==> src/rtl/core/fnss_pkg.sv <==
`default_nettype none

package fnss_pkg;

   localparam int ROW_WIDTH_BITS = 11;
   localparam logic [ROW_WIDTH_BITS-1:0] ROW_WIDTH_RESET = 11'd1024;

   localparam int CSR_DATA_BITS = 32;
   localparam int CSR_ADDR_BITS = 3;

   // register index, taken from paddr[2]
   localparam logic REG_ROW_WIDTH = 1'b0;

   typedef struct packed {
      logic last;
      logic frame_end;
      logic emit;
      logic zero_top;
      logic has_left;
      logic has_right;
   } fnss_flags_type;

endpackage

`default_nettype wire

==> src/rtl/core/fnss_seq.sv <==
`default_nettype none

module fnss_seq import fnss_pkg::*; #(
   parameter int MAX_WIDTH   = 1024,
   parameter int SAMPLE_BITS = 16
) (
   input  wire logic                         clock,
   input  wire logic                         reset,
   input  wire logic [ROW_WIDTH_BITS-1:0]    row_width,
   input  wire logic                         take,
   input  wire logic                         mode,
   input  wire logic [SAMPLE_BITS-1:0]       sample,
   output logic                              op_valid,
   output logic [$clog2(MAX_WIDTH)-1:0]      op_col,
   output logic [SAMPLE_BITS-1:0]            op_bottom,
   output fnss_flags_type                    op_flags
);

   localparam int ADDR_W = $clog2(MAX_WIDTH);
   localparam int WCW    = ($clog2(MAX_WIDTH + 1) > ROW_WIDTH_BITS) ?
                           $clog2(MAX_WIDTH + 1) : ROW_WIDTH_BITS;

   localparam logic [1:0] RS_FIRST = 2'd0;
   localparam logic [1:0] RS_BODY  = 2'd1;
   localparam logic [1:0] RS_FLUSH = 2'd2;

   logic [ADDR_W-1:0] col_ff, col_in;
   logic [1:0]        rows_ff, rows_in;

   logic [WCW-1:0]    rw_ext;
   logic [WCW-1:0]    eff_w;
   logic [WCW-1:0]    wm1;
   logic [ADDR_W-1:0] last_col;
   logic [ADDR_W-1:0] c;
   logic              last;
   logic              active;

   always_comb begin
      rw_ext = WCW'(row_width);
      if (rw_ext == '0) begin
         eff_w = WCW'(1);
      end else if (rw_ext > WCW'(MAX_WIDTH)) begin
         eff_w = WCW'(MAX_WIDTH);
      end else begin
         eff_w = rw_ext;
      end
      wm1      = eff_w - WCW'(1);
      last_col = wm1[ADDR_W-1:0];
      c        = (WCW'(col_ff) >= eff_w) ? last_col : col_ff;
      last     = (c == last_col);
   end

   always_comb begin
      if (!mode) begin
         active = (rows_ff != RS_FLUSH);
      end else begin
         active = (rows_ff != RS_FIRST) && !((rows_ff == RS_BODY) && (col_ff != '0));
      end
   end

   always_comb begin
      col_in  = col_ff;
      rows_in = rows_ff;
      if (take && active) begin
         if (last) begin
            col_in = '0;
            unique case (rows_ff)
               RS_FIRST: rows_in = RS_BODY;
               RS_BODY:  rows_in = mode ? RS_FIRST : RS_BODY;
               RS_FLUSH: rows_in = RS_FIRST;
               default:  rows_in = RS_FIRST;
            endcase
         end else begin
            col_in  = c + ADDR_W'(1);
            rows_in = mode ? RS_FLUSH : rows_ff;
         end
      end
   end

   always_ff @(posedge clock) begin
      if (reset) begin
         col_ff  <= '0;
         rows_ff <= RS_FIRST;
      end else begin
         col_ff  <= col_in;
         rows_ff <= rows_in;
      end
   end

   assign op_valid            = take && active;
   assign op_col              = c;
   assign op_bottom           = mode ? '0 : sample;
   assign op_flags.last       = last;
   assign op_flags.frame_end  = last && (mode || (rows_ff == RS_FLUSH));
   assign op_flags.emit       = mode || (rows_ff == RS_BODY);
   assign op_flags.zero_top   = (rows_ff == RS_FIRST);
   assign op_flags.has_left   = (c != '0);
   assign op_flags.has_right  = !last;

   a_frame_restart: assert property (@(posedge clock) disable iff (reset)
      op_valid && op_flags.frame_end |=> rows_ff == RS_FIRST && col_ff == '0)
      else $error("frame end did not restart the sequencer");

   a_last_wraps: assert property (@(posedge clock) disable iff (reset)
      op_valid && op_flags.last |=> col_ff == '0)
      else $error("column did not wrap after last column");

   a_flush_holds: assert property (@(posedge clock) disable iff (reset)
      take && !mode && rows_ff == RS_FLUSH |=> $stable(col_ff) && rows_ff == RS_FLUSH)
      else $error("element during flush changed state");

endmodule

`default_nettype wire

==> config.mk <==
export PLATFORM = sky130hd
export DESIGN_NAME = fnss_seq
export DESIGN_NICKNAME = d
export VERILOG_FILES = /design/src/rtl/core/fnss_pkg.sv /design/src/rtl/core/fnss_seq.sv
export SDC_FILE = /design/constraint.sdc
export NUM_CORES = 1
export LEC_CHECK = 0
export BUFFER_PORTS_ARGS = -buffer_cell sky130_fd_sc_hd__clkbuf_2
export CAP_MARGIN = 20
export CELL_PAD_IN_SITES_DETAIL_PLACEMENT = 0
export CELL_PAD_IN_SITES_GLOBAL_PLACEMENT = 2
export CORE_MARGIN = 8
export CORE_UTILIZATION = 28
export CTS_CLUSTER_SIZE = 12
export DETAILED_ROUTE_END_ITERATION = 10
export GPL_ROUTABILITY_DRIVEN = 0
export PLACE_DENSITY_LB_ADDON = 0.1
export SYNTH_ARGS = -nofsm -noshare
export SYNTH_HDL_FRONTEND = slang
export SYNTH_SLANG_ARGS = --single-unit
export TNS_END_PERCENT = 5
==> constraint.sdc <==
create_clock -name clock -period 4.6 [get_ports clock]
set_input_delay 0 -clock clock [delete_from_list [all_inputs] [get_ports clock]]
set_output_delay 0 -clock clock [all_outputs]
set_load 0.01 [all_outputs]
# [Yosys cells after proc, flatten, opt, wreduce, memory -nomap -nowiden]
# Index checks and enable logic that the tools add are counted.
[word_totals] regBits=12 latch_bits=0 ram_bits=0 mem_bits_ro=0 inputBits=31 out_inout_bits=33 wordCells=35 mem_count=0
[op_classes] n_addsub=2 mul=0 div=0 n_lt_le_gt_ge=2 n_eq_ne=4 shift=0 mux=10 bitwise_logic=0 reduce_logical=15
[op_table] op="11-bit two-way mux" n=2
[op_table] op="10-bit two-way mux" n=2
[op_table] op="10-bit nonzero test" n=2
[op_table] op="16-bit two-way mux" n=1
[op_table] op="10-bit by 11-bit greater-or-equal comparator with 1-bit output" n=1
[op_table] op="11-bit > comparator, second input constant" n=1
[op_table] op="11-bit zero test" n=1
[op_table] op="10-bit by 1-bit adder with 10-bit output, second input constant" n=1
[op_table] op="10-bit equality test" n=1
[op_table] op="10-bit by 1-bit subtractor with 10-bit output, second input constant" n=1
[op_table] op="1-bit logical AND" n=4
[op_table] op="2-bit two-way mux" n=2
[op_table] op="2-bit nonzero test" n=2
[op_table] op="2-bit by 1-bit equality test with 1-bit output, second input constant" n=1
[op_table] op="2-bit equality test, second input constant" n=1
[op_table] op="1-bit zero test" n=2
[op_table] op="2-bit zero test" n=1
[op_table] op="1-bit logical OR" n=2
[op_table] op="1-bit two-way mux" n=2
[op_table] op="2-bit != test, second input constant" n=1
[op_table] op="1-bit one-hot mux with 2 select lines" n=1
[op_table] op="2-bit AND reduction" n=1

# [Logic depth before layout (Yosys ltp)]
[depth] ltp_word=8 ltp_mapped=19 mapped_depth_nobuf=17

# [Least setup slack after synthesis]
# OpenSTA, ideal clock, no wires.
[synth_timing] path_kind="in2reg" startpoint="in row_width[4]" endpoint="reg col_ff[8]" setup_ps=117 arrival_time_ps=3336 t_required_ps=4483 setup_slack_ps=1147 cell_stages=18 n_path_buf=2 cell_sequence="buf_2 > nor4_4 > a32oi_1 > inv_1 > ha_1 > nor2b_1 > o21ai_0 > a21oi_1 > o32ai_2 > clkbuf_1 > o21ai_0 > inv_1 > ha_1 > nand4_1 > mux2_2 > a21oi_1 > xnor2_1 > o21ai_1"
[synth_between] elab_chain_cells=7 elab_cells_between_ends=10 cone_classes="add/sub (2); order compare (2); eq/ne (1); mux (4); reduce/logical (1)"
[synth_lines] element="start, declared" line="fnss_seq.sv:9" text="input wire logic [ROW_WIDTH_BITS-1:0] row_width,"
[synth_lines] element="11-bit > comparator" line="fnss_seq.sv:42" text="end else if (rw_ext > WCW'(MAX_WIDTH)) begin"
[synth_lines] element="11-bit two-way mux" line="fnss_seq.sv:42"
[synth_lines] element="11-bit two-way mux (*)" line="fnss_seq.sv:40" text="if (rw_ext == '0) begin"
[synth_lines] element="10-bit by 1-bit subtractor with 10-bit output / 10-bit by 11-bit greater-or-equal comparator with 1-bit output (equally long branches)" line="fnss_seq.sv:47, fnss_seq.sv:49"
[synth_lines] element="10-bit two-way mux (*)" line="fnss_seq.sv:49" text="c = (WCW'(col_ff) >= eff_w) ? last_col : col_ff;"
[synth_lines] element="named net op_col[0]" line="fnss_seq.sv:14" text="output logic [$clog2(MAX_WIDTH)-1:0] op_col,"
[synth_lines] element="10-bit by 1-bit adder with 10-bit output / 10-bit equality test (equally long branches)" line="fnss_seq.sv:74, fnss_seq.sv:50"
[synth_lines] element="10-bit two-way mux (*)" line="fnss_seq.sv:65" text="if (last) begin"
[synth_lines] element="end signal, assigned" line="fnss_seq.sv:85" text="col_ff <= col_in;"
[synth_lines] element="end, declared" line="fnss_seq.sv:27" text="logic [ADDR_W-1:0] col_ff, col_in;"
# The timed path passes the listed nets; every way through them passes the cells marked *.
# A chain may end at the register's enable or synchronous reset.

==> impl_results.md <==
* Multi-input logic area at 1570 um2
* Total Neg Setup Slack at 0 ns
* Seq cells post-synth at 12
* Max Fclk at 268 MHz
* Cell row count at 30
* Commonest cells after routing, fill and taps aside: 63 x clkbuf_2, 32 x nand2_1, 18 x inv_1, 18 x nor2b_1, 16 x o21ai_0
* Switching pwr at 0.155 mW
* Synthesized instance count at 271
* CTS sink count at 12
* DPL Wire Length at 5800 um
* DIE AREA at 10000 um2
* R2R cell count at 15
* Worst Tran Pin Value at 0.653 ns
* Outcome: finished, final reports clean
* RSZ-0062 raised after global routing: no
* Crit start category: input port
* Initial antenna violation count at 0
* Required time worst endpoint at 4.60 ns
* Initial Util at 29.0%
* Yosys warns at 0
* Clock Path Buffers at 2
* Post-route cell area at 2420 um2
* Final ANT Viol Nets at 0
* Max-slew headroom at 56.3%
* Nets at 372
* Die H at 100 um
* Worst path arrival time at 3.73 ns
* Post-CTS sizing at 0
* H-tree depth at 1
* Worst-skew pair later-pin latency at 0.24 ns
* Internal reg-to-reg setup slack at 1.44 ns
* Chip width at 100 um
* Commonest non-fill, non-tap cell in the layout: clkbuf_2
* Core Area at 6830 um2
* Hold Fails Final Rpt at 0
* Worst flop-to-flop path startpoint: col_ff[6]
* IO Port Bufs at 63
* Peak supply drop at 61.6 uV
* Avg WL per Cell at 17.0 um
* CTS tree: yes
* Vias in the first global route at 2089
* Worst-path fanout max at 15
* Placed cell area at 2370 um2
* Iter 0 DRT Violations at 79
* Via count at 2169
* DRC viols at 0
* Routed WL at 7170 um
* Vias per inst at 5.14
* Seq/Total Area, Yosys at 12.1%
* First-pass GRT wire length at 11400 um
* Final slew viol count at 0
* Fill count at 772
* Diode count at 0
* FFs w/ async S/R, synth at 0%
* Period utilisation layout at 81.1%
* Clk network pwr share at 23.8%
* Syn nets at 315
* Tmin final at 3.73 ns
* Total GRT Usage at 14.0%
* Area grow syn2layout at 22.3%
* Power Density at 164 nW/um2
* Crit end category: output port
* Endpoints failing setup at 0
* FF-to-FF End: col_ff[8]
* Maxcap violations at 0
* GRT overflow at 0
* Total CTS buffers at 3
* DRT Pass-1 Iters at 4
* Gate power share at 47.1%
* Clock Skew at 0.00278 ns
* Internal power at 0.241 mW
* Tightest Hold Check Type: in2reg
* Register Area at 240 um2
* IO Pins at 64
* Kind of critical path: in2out
* Worst Setup SP: row_width[3]
* EDFF count, synth at 0
* Layout cells sized above 1 at 28.5%
* Syn Std Cell Area at 1980 um2
* Synth Flop Type: dfxtp_1
* Crit path to: op_flags[1]
* Synth unique cells at 64
* Clk root buf: clkbuf_8
* Net Sw Frac at 39.1%
* Syn Area/Cell at 7.30 um2
* Clk slew on worst S/H paths at 0.05 ns
* Pin count of the biggest net entering global routing at 25
* Leak at 1.06 nW
* Seq pwr share at 29.1%
## power by group through the flow
stage	clock [mW]	sequential [mW]	combinational (mW)
after CTS	0.0957	0.115	0.188
after global placement	0	0.118	0.188
final	0.0943	0.115	0.186
after floorplan	0	0.113	0.124
after detailed placement	0	0.117	0.186
after global routing	0.103	0.116	0.205
## cell families (layout without fill, tap and decap cells)
family | Yosys count | after routing | synth area share (%)
xor gates and xnor gates | 14 | 14 | 6.89
AOI/OAI and AO/OA | 73 | 73 | 27.6
adders and majority gates | 13 | 13 | 8.22
muxes | 9 | 9 | 4.61
DFF | 12 | 12 | 12.1
and+or+nand+nor | 112 | 112 | 32.2
buffers and inverters | 38 | 93 | 8.41
## how the worst min path moves through the flow
| stage | startpoint | endpoint | depth (start not counted) | slack (ns) |
|---|---|---|---|---|
| 2_1_floorplan | reset | rows_ff[1] | 1 | 0.07 |
| 3_3_place_gp | reset | rows_ff[1] | 2 | 0.24 |
| 3_5_place_dp | reset | rows_ff[0] | 2 | 0.23 |
| 4_1_cts | take | rows_ff[0] | 4 | 0.22 |
| 5_1_grt | take | rows_ff[0] | 4 | 0.24 |
| 6_report | take | rows_ff[0] | 4 | 0.22 |
## worst max-delay path, cell delays in order
cell	delay, ns
clkbuf_2	0.21
nor4_4	0.07
buf_4	0.16
a32oi_1	0.46
inv_1	0.12
ha_1	0.29
nor2b_1	0.04
o21ai_0	0.19
a21oi_1	0.13
o32ai_2	0.27
buf_4	0.27
mux2i_1	0.53
nand2_1	0.11
nor4_1	0.27
or4b_1	0.47
clkbuf_2	0.14
## cell usage after synthesis (3+ instances only)
| cell | instances | share of area (%) |
|---|---|---|
| inv_1 | 18 | 3.4 |
| clkbuf_1 | 8 | 1.5 |
| o21a_1 | 3 | 1.1 |
| buf_2 | 7 | 1.8 |
| o22ai_1 | 3 | 0.95 |
| nor3_1 | 7 | 1.8 |
| xor2_1 | 5 | 2.2 |
| nand2b_1 | 5 | 1.6 |
| nor2_1 | 14 | 2.7 |
| a21oi_1 | 12 | 3.0 |
| nand2_1 | 32 | 6.1 |
| nand4_1 | 5 | 1.6 |
| dfxtp_1 | 12 | 12 |
| a21o_1 | 4 | 1.5 |
| nor2b_1 | 18 | 5.7 |
| or4_1 | 4 | 1.5 |
| ha_1 | 13 | 8.2 |
| a31oi_1 | 6 | 1.9 |
| xnor2_1 | 8 | 3.5 |
| nor4_1 | 5 | 1.6 |
| mux2i_1 | 8 | 4.0 |
| nor4_2 | 3 | 1.9 |
| o21ai_0 | 16 | 4.0 |
| nand3_1 | 4 | 1.0 |
## layout make-up
cell class | instances | share of cell area [%]
sequential | 12 | 9.93
tap | 96 | 4.96
timing repair buffer | 70 | 15.3
inverter | 20 | 3.10
clock buffer | 3 | 1.71
multi-input combinational | 221 | 65.0
## per-stage QoR
step	cells	util (%)	hold slack, ns	setup WS (ns)	power, mW
global placement	418	34.7	0.238	0.989	0.305
detailed placement	418	34.7	0.234	0.927	0.304
global route	422	35.4	0.237	0.612	0.424
floorplan	271	-	0.0728	1.15	0.237
CTS	422	35.4	0.217	0.902	0.399
finish	422	35.4	0.218	0.867	0.396
## flip-flops by register name (all words and copies together), names as in the netlist
name     flops
rows_ff      2
col_ff      10
## layer usage
metal	vias to the layer above	routed length, um	part of all wire (%)	GRT usage (%)
li1	1106	-	-	-
met1	1021	3230	45	18.0
met2	40	3640	51	24.4
met3	2	273	3.8	1.11
met4	0	29	0.40	3.14
met5	-	0	0	0
## repair_timing
item,in CTS,in global routing
hold buffers,1,0
endpoints found under the hold margin,2,0
setup endpoints to repair,0,0
setup buffers,0,0
Power figures use the tool's default switching activity.
